### config.mk
export PLATFORM = sky130hd
export DESIGN_NAME = valid_range_coalescing_map_unit
export DESIGN_NICKNAME = d
export VERILOG_FILES = /design/src/vrcm_pkg.sv /design/src/vrcm_ram.sv /design/src/vrcm_dp.sv /design/src/vrcm_ctrl.sv /design/src/valid_range_coalescing_map_unit.sv
export SDC_FILE = /design/constraint.sdc
export NUM_CORES = 2
export LEC_CHECK = 0
export ABC_AREA = 1
export BUFFER_PORTS_ARGS = -buffer_cell sky130_fd_sc_hd__buf_2
export CORE_ASPECT_RATIO = 1.5
export CORE_UTILIZATION = 60
export CTS_CLUSTER_SIZE = 8
export DETAILED_ROUTE_END_ITERATION = 10
export PLACE_DENSITY = 0.76
export SLEW_MARGIN = 20
export SYNTH_ARGS = -nofsm -noshare
export SYNTH_HDL_FRONTEND = slang
export SYNTH_SLANG_ARGS = --single-unit
### constraint.sdc
create_clock -name clk -period 7.5 [get_ports clk]
set_input_delay 0.375 -clock clk [delete_from_list [all_inputs] [get_ports clk]]
set_output_delay 0.375 -clock clk [all_outputs]
set_load 0.01 [all_outputs]
### src/vrcm_pkg.sv
// Package for the valid range coalescing map unit.
// Field widths, operation and status codes, and the command and status
// structs that join the controller and the datapath. No dependencies.
`timescale 1ns / 1ps
`default_nettype none
package vrcm_pkg;

	localparam int OFF_W     = 32;
	localparam int END_W     = 33;
	localparam int LEN_W     = 32;
	localparam int ENTRY_W   = OFF_W + END_W;
	localparam int IDX_W     = 5;
	localparam int MODE_W    = 2;
	localparam int STATUS_W  = 2;
	localparam int CNT_OUT_W = 6;

	localparam logic [MODE_W-1:0] MODE_ADD   = 2'd0;
	localparam logic [MODE_W-1:0] MODE_CLEAR = 2'd1;
	localparam logic [MODE_W-1:0] MODE_READ  = 2'd2;

	localparam logic [STATUS_W-1:0] ST_OK    = 2'd0;
	localparam logic [STATUS_W-1:0] ST_FULL  = 2'd1;
	localparam logic [STATUS_W-1:0] ST_RANGE = 2'd2;

	typedef struct packed {
		logic load;
		logic clear;
		logic scan;
		logic eval;
		logic shift;
		logic rd_iss;
		logic rd_cap;
		logic mwr;
		logic emit;
	} cmd_t;

	typedef struct packed {
		logic scan_done;
		logic shift_done;
		logic full;
		logic idx_ok;
	} stat_t;

endpackage
`default_nettype wire

### src/vrcm_ram.sv
// Generic single-write, single-read RAM with a registered read port.
// No dependencies.
`timescale 1ns / 1ps
`default_nettype none
module vrcm_ram #(
	parameter int WIDTH = 65,
	parameter int DEPTH = 32
) (
	input  wire logic                     clk,
	input  wire logic                     we,
	input  wire logic [$clog2(DEPTH)-1:0] waddr,
	input  wire logic [WIDTH-1:0]         wdata,
	input  wire logic [$clog2(DEPTH)-1:0] raddr,
	output logic      [WIDTH-1:0]         rdata
);

	logic [WIDTH-1:0] mem [DEPTH];

	always_ff @(posedge clk) begin
		if (we) begin
			mem[waddr] <= wdata;
		end
		rdata <= mem[raddr];
	end

endmodule
`default_nettype wire

### src/vrcm_dp.sv
// Datapath of the valid range coalescing map: range store, scan counters,
// merge registers and result registers. Depends on vrcm_pkg and vrcm_ram.
`timescale 1ns / 1ps
`default_nettype none
module vrcm_dp
	import vrcm_pkg::*;
#(
	parameter int MAX_RANGES = 32
) (
	input  wire logic                 clk,
	input  wire logic                 arst_n,
	input  wire cmd_t                 cmd,
	output stat_t                     st,
	input  wire logic [OFF_W-1:0]     in_offset,
	input  wire logic [LEN_W-1:0]     in_length,
	input  wire logic [IDX_W-1:0]     in_index,
	output logic      [STATUS_W-1:0]  out_status,
	output logic      [CNT_OUT_W-1:0] out_count,
	output logic      [OFF_W-1:0]     out_offset,
	output logic      [LEN_W-1:0]     out_length
);

	localparam int AW   = $clog2(MAX_RANGES);
	localparam int CW   = $clog2(MAX_RANGES + 1);
	localparam int CMPW = (CW > IDX_W) ? CW : IDX_W;

	logic [CW-1:0]       count_q;
	logic [CW-1:0]       ptr_q;
	logic [CW-1:0]       pos_q;
	logic [CW-1:0]       m_q;
	logic                dir_q;
	logic                pend_s1;
	logic [AW-1:0]       rdaddr_s1;
	logic [OFF_W-1:0]    off_q;
	logic [END_W-1:0]    end_q;
	logic [IDX_W-1:0]    idx_q;
	logic [OFF_W-1:0]    mst_q;
	logic [END_W-1:0]    men_q;
	logic [STATUS_W-1:0] res_status_q;
	logic [OFF_W-1:0]    res_off_q;
	logic [LEN_W-1:0]    res_len_q;

	logic [ENTRY_W-1:0]  ram_rdata;
	logic [ENTRY_W-1:0]  ram_wdata;
	logic [AW-1:0]       ram_raddr;
	logic [AW-1:0]       ram_waddr;
	logic                ram_we;

	logic [OFF_W-1:0]    rs;
	logic [END_W-1:0]    re;
	logic                issue;
	logic [CW-1:0]       ptr_m1;
	logic [CW:0]         newn;
	logic [CMPW-1:0]     idx_w;
	logic [CW-1:0]       up_addr;
	logic [CW-1:0]       dn_addr;
	logic                lt_count;
	logic                gt_pos;
	logic                e_lt_off;
	logic                touch;

	function automatic logic [LEN_W-1:0] sat_len(input logic [END_W-1:0] diff);
		return diff[END_W-1] ? {LEN_W{1'b1}} : diff[LEN_W-1:0];
	endfunction

	assign rs = ram_rdata[OFF_W-1:0];
	assign re = ram_rdata[ENTRY_W-1:OFF_W];

	assign ptr_m1   = ptr_q - CW'(1);
	assign lt_count = ptr_q < count_q;
	assign gt_pos   = ptr_q > pos_q;
	assign newn     = {1'b0, count_q} - {1'b0, m_q} + (CW+1)'(1);
	assign idx_w    = CMPW'(idx_q);
	assign up_addr  = CW'(rdaddr_s1) + CW'(1);
	assign dn_addr  = CW'(rdaddr_s1) - m_q + CW'(1);

	// An entry touches the new range when the closed intervals meet.
	assign e_lt_off = re < {1'b0, off_q};
	assign touch    = ({1'b0, rs} <= end_q) && (re >= {1'b0, off_q});

	always_comb begin
		issue     = 1'b0;
		ram_raddr = ptr_q[AW-1:0];
		if (cmd.scan) begin
			issue = lt_count;
		end else if (cmd.shift && dir_q) begin
			issue     = gt_pos;
			ram_raddr = ptr_m1[AW-1:0];
		end else if (cmd.shift) begin
			issue = lt_count;
		end else if (cmd.rd_iss) begin
			ram_raddr = idx_w[AW-1:0];
		end
	end

	always_comb begin
		ram_we    = cmd.mwr || (cmd.shift && pend_s1);
		ram_waddr = cmd.mwr ? pos_q[AW-1:0] : (dir_q ? up_addr[AW-1:0] : dn_addr[AW-1:0]);
		ram_wdata = cmd.mwr ? {men_q, mst_q} : ram_rdata;
	end

	assign st.scan_done  = !lt_count && !pend_s1;
	assign st.shift_done = (dir_q ? !gt_pos : !lt_count) && !pend_s1;
	assign st.full       = newn > (CW+1)'(MAX_RANGES);
	assign st.idx_ok     = idx_w < CMPW'(count_q);

	vrcm_ram #(
		.WIDTH(ENTRY_W),
		.DEPTH(MAX_RANGES)
	) u_ram (
		.clk  (clk),
		.we   (ram_we),
		.waddr(ram_waddr),
		.wdata(ram_wdata),
		.raddr(ram_raddr),
		.rdata(ram_rdata)
	);

	always_ff @(posedge clk or negedge arst_n) begin
		if (!arst_n) begin
			count_q <= '0;
			pend_s1 <= 1'b0;
		end else begin
			pend_s1 <= issue;
			if (cmd.clear) begin
				count_q <= '0;
			end else if (cmd.mwr) begin
				count_q <= newn[CW-1:0];
			end
		end
	end

	always_ff @(posedge clk) begin
		if (issue) begin
			rdaddr_s1 <= ram_raddr;
			ptr_q     <= (cmd.shift && dir_q) ? ptr_m1 : ptr_q + CW'(1);
		end
		if (cmd.load) begin
			off_q        <= in_offset;
			end_q        <= {1'b0, in_offset} + {1'b0, in_length};
			idx_q        <= in_index;
			mst_q        <= in_offset;
			men_q        <= {1'b0, in_offset} + {1'b0, in_length};
			ptr_q        <= '0;
			pos_q        <= '0;
			m_q          <= '0;
			res_status_q <= ST_OK;
			res_off_q    <= '0;
			res_len_q    <= '0;
		end
		if (cmd.scan && pend_s1) begin
			if (e_lt_off) begin
				pos_q <= pos_q + CW'(1);
			end
			if (touch) begin
				m_q <= m_q + CW'(1);
				if (rs < mst_q) begin
					mst_q <= rs;
				end
				if (re > men_q) begin
					men_q <= re;
				end
			end
		end
		if (cmd.eval) begin
			if (st.full) begin
				res_status_q <= ST_FULL;
			end
			// With no merge the tail moves up one slot, walking downward.
			dir_q <= (m_q == '0);
			ptr_q <= (m_q == '0) ? count_q : pos_q + m_q;
		end
		if (cmd.rd_iss && !st.idx_ok) begin
			res_status_q <= ST_RANGE;
		end
		if (cmd.rd_cap) begin
			res_off_q <= rs;
			res_len_q <= (re < {1'b0, rs}) ? '0 : sat_len(re - {1'b0, rs});
		end
		if (cmd.mwr) begin
			res_off_q <= mst_q;
			res_len_q <= sat_len(men_q - {1'b0, mst_q});
		end
		if (cmd.emit) begin
			out_status <= res_status_q;
			out_count  <= CNT_OUT_W'(count_q);
			out_offset <= res_off_q;
			out_length <= res_len_q;
		end
	end

	assert property (@(posedge clk) disable iff (!arst_n) count_q <= CW'(MAX_RANGES))
		else $error("range count exceeds capacity");
	assert property (@(posedge clk) disable iff (!arst_n)
		cmd.shift && ram_we |-> ram_waddr != pos_q[AW-1:0])
		else $error("shift overwrote the merged slot");
	assert property (@(posedge clk) disable iff (!arst_n) cmd.mwr |-> !pend_s1)
		else $error("merged write with a read still in flight");

endmodule
`default_nettype wire

### src/vrcm_ctrl.sv
// Controller state machine of the valid range coalescing map.
// Sequences scan, shift, merge write and read; owns the output valid.
// Depends on vrcm_pkg.
`timescale 1ns / 1ps
`default_nettype none
module vrcm_ctrl
	import vrcm_pkg::*;
(
	input  wire logic              clk,
	input  wire logic              arst_n,
	input  wire logic              s_tvalid,
	output logic                   s_tready,
	input  wire logic [MODE_W-1:0] in_mode,
	output logic                   m_tvalid,
	input  wire logic              m_tready,
	input  wire stat_t             st,
	output cmd_t                   cmd
);

	localparam logic [2:0] S_IDLE  = 3'd0;
	localparam logic [2:0] S_SCAN  = 3'd1;
	localparam logic [2:0] S_EVAL  = 3'd2;
	localparam logic [2:0] S_SHIFT = 3'd3;
	localparam logic [2:0] S_MWR   = 3'd4;
	localparam logic [2:0] S_RDISS = 3'd5;
	localparam logic [2:0] S_RDCAP = 3'd6;
	localparam logic [2:0] S_DONE  = 3'd7;

	logic [2:0] state_q;
	logic [2:0] state_d;
	logic       out_valid_q;
	logic       accept;

	assign s_tready = (state_q == S_IDLE);
	assign m_tvalid = out_valid_q;
	assign accept   = s_tvalid && s_tready;

	always_comb begin
		cmd     = '0;
		state_d = state_q;
		unique case (state_q)
			S_IDLE: begin
				if (accept) begin
					cmd.load = 1'b1;
					if (in_mode == MODE_ADD) begin
						state_d = S_SCAN;
					end else if (in_mode == MODE_READ) begin
						state_d = S_RDISS;
					end else begin
						cmd.clear = (in_mode == MODE_CLEAR);
						state_d   = S_DONE;
					end
				end
			end
			S_SCAN: begin
				cmd.scan = 1'b1;
				if (st.scan_done) begin
					state_d = S_EVAL;
				end
			end
			S_EVAL: begin
				cmd.eval = 1'b1;
				state_d  = st.full ? S_DONE : S_SHIFT;
			end
			S_SHIFT: begin
				cmd.shift = 1'b1;
				if (st.shift_done) begin
					state_d = S_MWR;
				end
			end
			S_MWR: begin
				cmd.mwr = 1'b1;
				state_d = S_DONE;
			end
			S_RDISS: begin
				cmd.rd_iss = 1'b1;
				state_d    = st.idx_ok ? S_RDCAP : S_DONE;
			end
			S_RDCAP: begin
				cmd.rd_cap = 1'b1;
				state_d    = S_DONE;
			end
			S_DONE: begin
				if (!out_valid_q || m_tready) begin
					cmd.emit = 1'b1;
					state_d  = S_IDLE;
				end
			end
			default: begin
				state_d = S_IDLE;
			end
		endcase
	end

	always_ff @(posedge clk or negedge arst_n) begin
		if (!arst_n) begin
			state_q     <= S_IDLE;
			out_valid_q <= 1'b0;
		end else begin
			state_q <= state_d;
			if (cmd.emit) begin
				out_valid_q <= 1'b1;
			end else if (m_tready) begin
				out_valid_q <= 1'b0;
			end
		end
	end

	assert property (@(posedge clk) disable iff (!arst_n) cmd.emit |-> !out_valid_q || m_tready)
		else $error("result loaded over one not yet taken");
	assert property (@(posedge clk) disable iff (!arst_n) accept |=> !s_tready)
		else $error("input taken while an item is in progress");
	assert property (@(posedge clk) disable iff (!arst_n) cmd.mwr |-> !st.full)
		else $error("merged write for a rejected add");

endmodule
`default_nettype wire

### src/valid_range_coalescing_map_unit.sv
// Top level of the valid range coalescing map unit.
// Instantiates vrcm_ctrl and vrcm_dp; depends on vrcm_pkg.
//
// Usage: one item enters on the s_ channel and gives exactly one result on
// the m_ channel. s_tuser carries the mode (add, clear, read); s_tdata
// carries offset, length and entry index. m_tuser carries the status and
// m_tdata the count, offset and length of the entry concerned.
// One item is processed at a time; s_tready is high only while idle.
// An add scans all n held ranges, evaluates, shifts the k entries that move
// (n - p for an insert at slot p, n - p - m when m held entries merge), then
// writes the merged range and emits; a rejected add skips the shift and the
// write. A read issues and then captures the entry, and skips the capture for
// an index at or beyond the count; clear and the unused mode 3 go straight to
// the emit.
// The single read port and single write port of the range store set the add time.
// The result sits in an output register; a new item is accepted while it
// waits, and the next result waits in the controller until it is taken.
// Reset empties the list and drops any pending result; the store itself
// needs no clearing pass since only entries below the count are read.
`timescale 1ns / 1ps
`default_nettype none
module valid_range_coalescing_map_unit
	import vrcm_pkg::*;
#(
	parameter int MAX_RANGES = 32
) (
	input  wire logic        clk,
	input  wire logic        arst_n,
	input  wire logic        s_tvalid,
	output logic             s_tready,
	// range_offset[31:0], range_length[63:32], entry_index[68:64], zero pad
	input  wire logic [71:0] s_tdata,
	// mode[1:0]
	input  wire logic [1:0]  s_tuser,
	output logic             m_tvalid,
	input  wire logic        m_tready,
	// entry_count[5:0], entry_offset[37:6], entry_length[69:38], zero pad
	output logic      [71:0] m_tdata,
	// status[1:0]
	output logic      [1:0]  m_tuser
);

	cmd_t                 cmd;
	stat_t                st;
	logic [CNT_OUT_W-1:0] out_count;
	logic [OFF_W-1:0]     out_offset;
	logic [LEN_W-1:0]     out_length;

	vrcm_ctrl u_ctrl (
		.clk     (clk),
		.arst_n  (arst_n),
		.s_tvalid(s_tvalid),
		.s_tready(s_tready),
		.in_mode (s_tuser),
		.m_tvalid(m_tvalid),
		.m_tready(m_tready),
		.st      (st),
		.cmd     (cmd)
	);

	vrcm_dp #(
		.MAX_RANGES(MAX_RANGES)
	) u_dp (
		.clk       (clk),
		.arst_n    (arst_n),
		.cmd       (cmd),
		.st        (st),
		.in_offset (s_tdata[31:0]),
		.in_length (s_tdata[63:32]),
		.in_index  (s_tdata[68:64]),
		.out_status(m_tuser),
		.out_count (out_count),
		.out_offset(out_offset),
		.out_length(out_length)
	);

	assign m_tdata = {2'b00, out_length, out_offset, out_count};

endmodule
`default_nettype wire

Yosys cells after proc, flatten, opt, wreduce, memory -nomap -nowiden
Memory sizes are Yosys's and may differ from the RTL's. A register that Yosys moved wholly into a read port is not among the register bits.
Cells that the tools add are included.
- bits in registers: 308
- bits in writable memories: 2080
- logic and storage cells: 150
- memories kept: 1
- memories (name ; words ; bits a word ; read ports ; clocked after memory_dff ; wr ports ; RTL line ; source):
    u_dp.u_ram.mem ; 32 ; 65 ; 1 ; 1 ; 1 ; vrcm_ram.sv:17 ; logic [WIDTH-1:0] mem [DEPTH];
- add/sub/neg operators: 13
- magnitude comparators: 10
- eq/ne operators: 13
- mux-type cells: 68
- reductions and logical operators: 24
- operator list (operator ; count):
    two-way mux 32 bit ; 12
    two-way mux 33 bit ; 4
    two-way mux 6 bit ; 13
    less-than comparator 33 x 32 -> 1 bit ; 2
    subtractor 33 x 32 -> 33 bit ; 2
    two-way mux 65 bit ; 1
    adder 32 x 32 -> 33 bit ; 1
    greater-or-equal comparator 33 x 32 -> 1 bit ; 1
    > comparator 33 bit ; 1
    less-or-equal comparator 32 x 33 -> 1 bit ; 1
    less-than comparator 32 bit ; 1
    two-way mux 5 bit ; 6
    one-hot mux 3 bit (7 select lines) ; 1
    two-way mux 1 bit ; 19
    adder 6 x 1 -> 6 bit, second input constant ; 3
    two-way mux 3 bit ; 6
    == test 3 bit, second input constant ; 4
    two-way mux 2 bit ; 6
    adder 5 x 1 -> 5 bit, second input constant ; 2
    logical AND 1 bit ; 8
    adder 7 x 1 -> 7 bit, second input constant ; 1
    > comparator 7 x 6 -> 1 bit, second input constant ; 1
    subtractor 6 x 6 -> 7 bit ; 1
    adder 6 bit ; 1
    20 further kinds ; 30

Logic depth before layout (Yosys ltp)
- depth in word-level cells: 9
- gate-level depth with buffers: 19

Hierarchy
Synthesis repeated with hierarchy kept, for this count alone.
- cells, all modules: 10033
- area total of the unflattened synthesis: 108104.9 µm²
- modules (own cells, without submodules) (module ; times used ; cells an instance ; area an instance (µm²) ; seq. area each (µm²)):
    vrcm_ram ; 1 ; 6866 ; 84544.8 ; 63761.2
    vrcm_dp ; 1 ; 3110 ; 23234.8 ; 8303.0
    vrcm_ctrl ; 1 ; 54 ; 306.5 ; 100.1
    valid_range_coalescing_map_unit ; 1 ; 3 ; 18.8 ; 0.0

Least setup slack after synthesis
Ideal clock, no wire load.
- kind: register to register
- start: register u_dp.rdaddr_s1[1]
- end: memory u_dp.u_ram.mem[16][0] (enable)
- library setup time: 0.488 ns
- arrival: 4.963 ns
- data required time: 7.012 ns
- path slack: 2.048 ns
- cell stages (with the launch flop): 14
- path buffers: 0
- clock period less this slack: 5.452 ns
- path through: edfxtp_1 -> inv_1 -> ha_1 -> inv_1 -> ha_1 -> fa_1 -> or2_2 -> a21oi_1 -> a211o_1 -> o21a_1 -> inv_1 -> nor2_1 -> nand2_1 -> nor2_1
- longest elaborated chain between the ends: 4
- ends and longest elaborated chain (element ; RTL line ; source):
    start, declared ; vrcm_dp.sv:33 ; logic [AW-1:0] rdaddr_s1;
    start signal, assigned ; vrcm_dp.sv:135 ; rdaddr_s1 <= ram_raddr;
    subtractor 5 bit ; vrcm_dp.sv:75 ; assign dn_addr = CW'(rdaddr_s1) - m_q + CW'(1);
    adder 5 x 1 -> 5 bit ; vrcm_dp.sv:75 ;
    two-way mux 5 bit * (2 in series) ; vrcm_dp.sv:98 ; ram_waddr = cmd.mwr ? pos_q[AW-1:0] : (dir_q ? up_addr[AW-1:0] : dn_addr[AW-1:0]);
    end, declared ; vrcm_ram.sv:17 ;
Every way passes the cells marked *; elsewhere a longest branch is shown, timed or not.

Worst setup path after layout
- start: register u_ctrl.state_q[1]
- end: register u_dp.u_ram.rdata[61] (read register of u_dp.u_ram.mem)
- longest elaborated chain between the ends: 6
- ends and longest elaborated chain (element ; RTL line ; source):
    start, declared ; vrcm_ctrl.sv:29 ; logic [2:0] state_q;
    start signal, assigned ; vrcm_ctrl.sv:100 ; state_q <= state_d;
    == test 3 bit ; vrcm_ctrl.sv:41 ; unique case (state_q)
    two-way mux 1 bit ; vrcm_ctrl.sv:41 ;
    two-way mux 5 bit ; vrcm_dp.sv:91 ; end else if (cmd.rd_iss) begin
    two-way mux 5 bit ; vrcm_dp.sv:89 ; end else if (cmd.shift) begin
    two-way mux 5 bit ; vrcm_dp.sv:86 ; end else if (cmd.shift && dir_q) begin
    two-way mux 5 bit * ; vrcm_dp.sv:84 ; if (cmd.scan) begin
    end, declared ; vrcm_ram.sv:14 ; output logic [WIDTH-1:0] rdata
Marks and branches as above.
A chain may end at the register's enable or synchronous reset.

==> results by stage <==
Status:
- The flow ran to the end, and the final reports show no timing, DRC or antenna violations.

Power:
- The design draws 29.3 mW.
- The clock network is responsible for between 40% and 50% of the overall power.
- The maximum vdd ir drop is 0.202 mV.
- Sequential cells burn 50.5% of the power.
- The analysis attributes to cell leakage a power of between 40 and 50 nW.
- Power spread over the standard cell area amounts to 239 mW/mm^2.
- Combinational logic is responsible for 1.2% of the overall power.
- The internal power of the cells totals 23.4 mW.
- The switching fraction of total power is 20.0%.
- In this run the power spent charging and discharging nets is 5.86 mW.

Worst setup path:
- Of all nets on the critical path, the largest fanout is 84.
- The kind of launch point of the worst setup path is a register.
- The critical path goes through nand2_1 > nor2_2 > nand2_2 > inv_2 > nand2_8 > buf_4 > buf_4 > nand3_1 > nand3_1 > nand3_1 > nand3_1 > nand3_1 > nand2_1.
- For the worst setup path, the data arrival time is 5.54 ns.
- The delay of the slowest cell on the worst path is 0.75 ns.
- The setup path with the least slack is of type register to register.
- The master of the slowest instance on the critical path is sky130_fd_sc_hd__buf_4.
- The cell family with the largest share of critical-path delay is simple AND/OR/NAND/NOR gates.
- The data required time at the worst endpoint is 8.18 ns.
- The worst setup path is captured at a register.
- The minimum setup slack among reg-to-reg paths is 2.64 ns.
- The most numerous cell type found on the critical path is sky130_fd_sc_hd__nand3_1.
- The critical path contains buffers and inverters numbering 3 combined.

Yosys:
- The largest total area in the synthesized netlist belongs to sky130_fd_sc_hd__edfxtp_1.
- The top flip-flop cell by instance count after synthesis is sky130_fd_sc_hd__edfxtp_1.
- The fraction of registers with async set or reset after synthesis is 0.448%.
- By count the netlist is led by 3,157 x sky130_fd_sc_hd__nand3_1, 2,298 x sky130_fd_sc_hd__edfxtp_1, 2,022 x sky130_fd_sc_hd__nand2_1.
- The synthesized design contains 2,453 register bits.
- The top-area cell type share of the netlist area is 63.3%.
- Yosys mapped a number of flops with a built-in enable equal to 2,298.
- Yosys mapped the design onto 45 distinct sky130hd cell types.
- Sequential cells were found to cover between 60 and 70% of the synthesized design area.
- The library cell with the highest instance count after synthesis is sky130_fd_sc_hd__nand3_1.
- The cell count after synthesis came out at 10,011.
- Sorting the synthesized cells by area gives the leading types as sky130_fd_sc_hd__edfxtp_1 63%, sky130_fd_sc_hd__nand3_1 14%, sky130_fd_sc_hd__nand2_1 7.0%.
- The number of synthesis warnings is 0.
- The average instance in the mapped netlist occupies 10.9 sq um.
- The cell area that synthesis handed to floorplanning was about 0.11 sq mm.

CTS:
- The sink count of the clock tree is approximately 2,500.
- Clock-pin slew was measured on the worst setup and hold paths at around 0.05 ns.
- For the worst-skew pair, the clock arrives at the later sink with an insertion delay of between 0.8 and 0.9 ns.
- TritonCTS created 348 clock buffers.
- The H-tree depth is 5.
- The clock passes through at most 4 buffers.
- The count of instances resized after the clock tree is built is 0.
- TritonCTS built the clock tree.
- In this run the clock root is driven by a sky130_fd_sc_hd__clkbuf_16.

STA:
- The relative max-transition margin is 11.7%.
- Setup violations remaining at the end of the flow were counted as 0.
- Derived from the worst setup path, the maximum achievable clock frequency is 206 MHz.
- The worst clock skew is roughly 0.053 ns.
- The actual slew at the worst max-slew pin is 1.32 ns.
- In the final timing run, aggregate negative setup slack is 0 ns.
- The count of final hold-check violations is 0.
- On the final layout, the worst hold slack is 0.0602 ns.
- In the finished design, the share of the clock period the worst path needs comes to roughly two thirds.
- The routed design could run at a clock period as short as approximately 4.9 ns.
- Setup repair after global routing left no endpoint under its margin.
- The total count of max-transition violations in the final report is 0.

Placement:
- The placer's final routability congestion estimate is 1.04.
- The number of buffers inserted by port buffering is 148.
- After legalization and detailed placement, the total HPWL measured 207,000 um.
- The standard cell area after detailed placement is 0.112 sq mm.
- The number of cells after detailed placement is approximately 12,000.

Route:
- The via total after detailed routing is 83,295.
- In this run the remaining antenna-violating nets after routing total 0.
- After detailed routing, the number of remaining DRC violations is 0.
- The routed wire length is 366,000 um.
- The average vias per placed instance is 6.58.
- The detailed router finished its first iteration with 12,502 violations.
- Dividing the detail-routed wire length by the instance count gives 28.9 um.
- The first TritonRoute pass finished after 6 iterations.

Floorplanning:
- The die is 350 um wide.
- In this run the vertical extent of the chip is 524 um.
- The number of primary I/O pins is 154.
- The effective utilization at floorplan is 60.4%.
- The floorplan die area is around 0.18 sq mm.
- The core area is between 0.15 and 0.2 sq mm.
- The number of core rows is 191.

Global routing:
- The first global-routing pass estimated 521,000 um of wire.
- The initial antenna violation count is 30.
- The all-layer global routing usage is 39.4%.
- The pin count of the biggest net entering global routing is 197.
- The total overflow left after global routing is 0.
- The via count of the first global-routing pass came to around 80,000.

Finish:
- The count of cells in the finished layout, fillers not included, comes to about 13,000.
- The layout cell share with drive strength beyond 1 is around 8%.
- The area growth from synthesis to layout is 12.5%.
- The finished cells cover roughly 0.12 sq mm.
- The filler cells instantiated in the layout total 12,751.
- The number of nets in the layout is 10,426.

Hold path:
- The worst min-delay path class is primary input to register.

Run:
- The max capacitance violation total is 0.
==> worst reg2reg max path, cell delays in order, from the launching register on <==
cell	delay (ns)
sky130_fd_sc_hd__dfrtp_1	0.46
sky130_fd_sc_hd__nand2_1	0.17
sky130_fd_sc_hd__nor2_2	0.08
sky130_fd_sc_hd__nand2_2	0.25
sky130_fd_sc_hd__inv_2	0.16
sky130_fd_sc_hd__nand2_8	0.45
sky130_fd_sc_hd__buf_4	0.76
sky130_fd_sc_hd__buf_4	0.83
sky130_fd_sc_hd__nand3_1	0.23
sky130_fd_sc_hd__nand3_1	0.15
sky130_fd_sc_hd__nand3_1	0.12
sky130_fd_sc_hd__nand3_1	0.13
sky130_fd_sc_hd__nand3_1	0.26
sky130_fd_sc_hd__nand2_1	0.64
==> per-stage QoR <==
step | setup WS [ns] | utilization, %
after floorplan | 2.05 | -
after global placement | 2.88 | 62.1
after detailed placement | 2.80 | 62.2
after CTS | 2.72 | 67.8
after global routing | 2.49 | 68.0
final | 2.64 | 68.0
==> layout make-up <==
type	instances	area, sq um	share of cell area, %
Inverter	453	1720	1.40
Clock inverter	15	240	0.196
Sequential cell	2453	72200	58.8
Multi-Input combinational cell	6486	33200	27.0
Antenna cell	28	70.1	0.0571
Tap cell	2412	3020	2.46
Timing Repair Buffer	332	2890	2.36
Clock buffer	489	9390	7.65
==> layer usage <==
metal	vias to the layer above	track usage, %	routed length, um
met5	-	0	131
met4	18	29.9	30800
met3	1380	9.09	44300
met2	6157	62.6	172000
met1	39831	46.7	120000
li1	35909	-	-
==> placed cells by master, fill, tap and decap left out, types with 19 or more instances in the layout <==
| cell | netlist | layout |
|---|---|---|
| sky130_fd_sc_hd__a21oi_1 | 189 | 189 |
| sky130_fd_sc_hd__buf_12 | 0 | 50 |
| sky130_fd_sc_hd__buf_2 | 320 | 148 |
| sky130_fd_sc_hd__buf_4 | 36 | 90 |
| sky130_fd_sc_hd__clkbuf_1 | 187 | 134 |
| sky130_fd_sc_hd__clkbuf_16 | 0 | 355 |
| sky130_fd_sc_hd__dfxtp_1 | 144 | 144 |
| sky130_fd_sc_hd__diode_2 | 0 | 28 |
| sky130_fd_sc_hd__dlygate4sd3_1 | 0 | 42 |
| sky130_fd_sc_hd__edfxtp_1 | 2298 | 2298 |
| sky130_fd_sc_hd__ha_1 | 268 | 268 |
| sky130_fd_sc_hd__inv_1 | 445 | 443 |
| sky130_fd_sc_hd__nand2_1 | 2022 | 2018 |
| sky130_fd_sc_hd__nand3_1 | 3157 | 3156 |
| sky130_fd_sc_hd__nand4_1 | 30 | 30 |
| sky130_fd_sc_hd__nor2_1 | 262 | 226 |
| sky130_fd_sc_hd__nor2_4 | 0 | 36 |
| sky130_fd_sc_hd__nor3_1 | 33 | 32 |
| sky130_fd_sc_hd__o21ai_0 | 316 | 245 |
| sky130_fd_sc_hd__o21ai_1 | 9 | 19 |
| sky130_fd_sc_hd__o21ai_2 | 0 | 21 |
| sky130_fd_sc_hd__o21ai_4 | 0 | 40 |
| sky130_fd_sc_hd__xor2_1 | 53 | 53 |
==> state kept, by name, indices dropped and copies added (netlist names), 2 cells and up <==
register,cells
u_dp.res_len_q,32
u_dp.mst_q,32
u_dp.idx_q,5
u_dp.res_status_q,2
u_dp.out_status,2
u_dp.men_q,33
u_dp.ptr_q,6
u_dp.u_ram.mem,2080
u_dp.out_offset,32
u_dp.rdaddr_s1,5
u_dp.u_ram.rdata,65
u_dp.res_off_q,32
u_dp.count_q,6
u_dp.out_count,6
u_ctrl.state_q,3
u_dp.end_q,33
u_dp.out_length,32
u_dp.off_q,32
u_dp.m_q,6
u_dp.pos_q,6
==> cell families (layout without fill, tap and decap cells) <==
group / after synthesis / count (layout) / synth area share, %
AOI/OAI and AO/OA: 587 / 587 / 2.86
xor gates and xnor gates: 61 / 61 / 0.490
adders and majority gates: 274 / 274 / 3.19
buffers and inverters: 1073 / 1289 / 4.19
DFF: 2453 / 2453 / 66.2
other: 1 / 30 / 0.00344
and+or+nand+nor: 5562 / 5562 / 23.0
==> power by group through the flow <==
stage / logic [mW] / clock network [mW] / registers [mW]
3_3_place_gp: 0.326 / 0 / 15.0
2_1_floorplan: 0.148 / 0 / 15.0
3_5_place_dp: 0.327 / 0 / 15.0
5_1_grt: 0.377 / 14.7 / 14.8
6_report: 0.364 / 14.1 / 14.8
4_1_cts: 0.346 / 14.2 / 14.8
==> timing repair <==
item                                    CTS  global route
hold buffers                             42             0
endpoints found under the setup margin    0             0
endpoints found under the hold margin    71             0
setup buffers                             0             0
==> worst paths after layout <==
kind,start,to,cells past startpoint
max,u_ctrl.state_q[1],u_dp.u_ram.rdata[61],13
min,s_tuser[1],u_ctrl.state_q[2],7
max reg2reg,u_ctrl.state_q[1],u_dp.u_ram.rdata[61],13
min reg2reg,u_dp.res_len_q[26],u_dp.out_length[26],0
max in group asynchronous,arst_n,u_ctrl.state_q[0],3
min in group asynchronous,arst_n,u_dp.count_q[0],3
No activity file was read; power rests on OpenSTA's default activity.
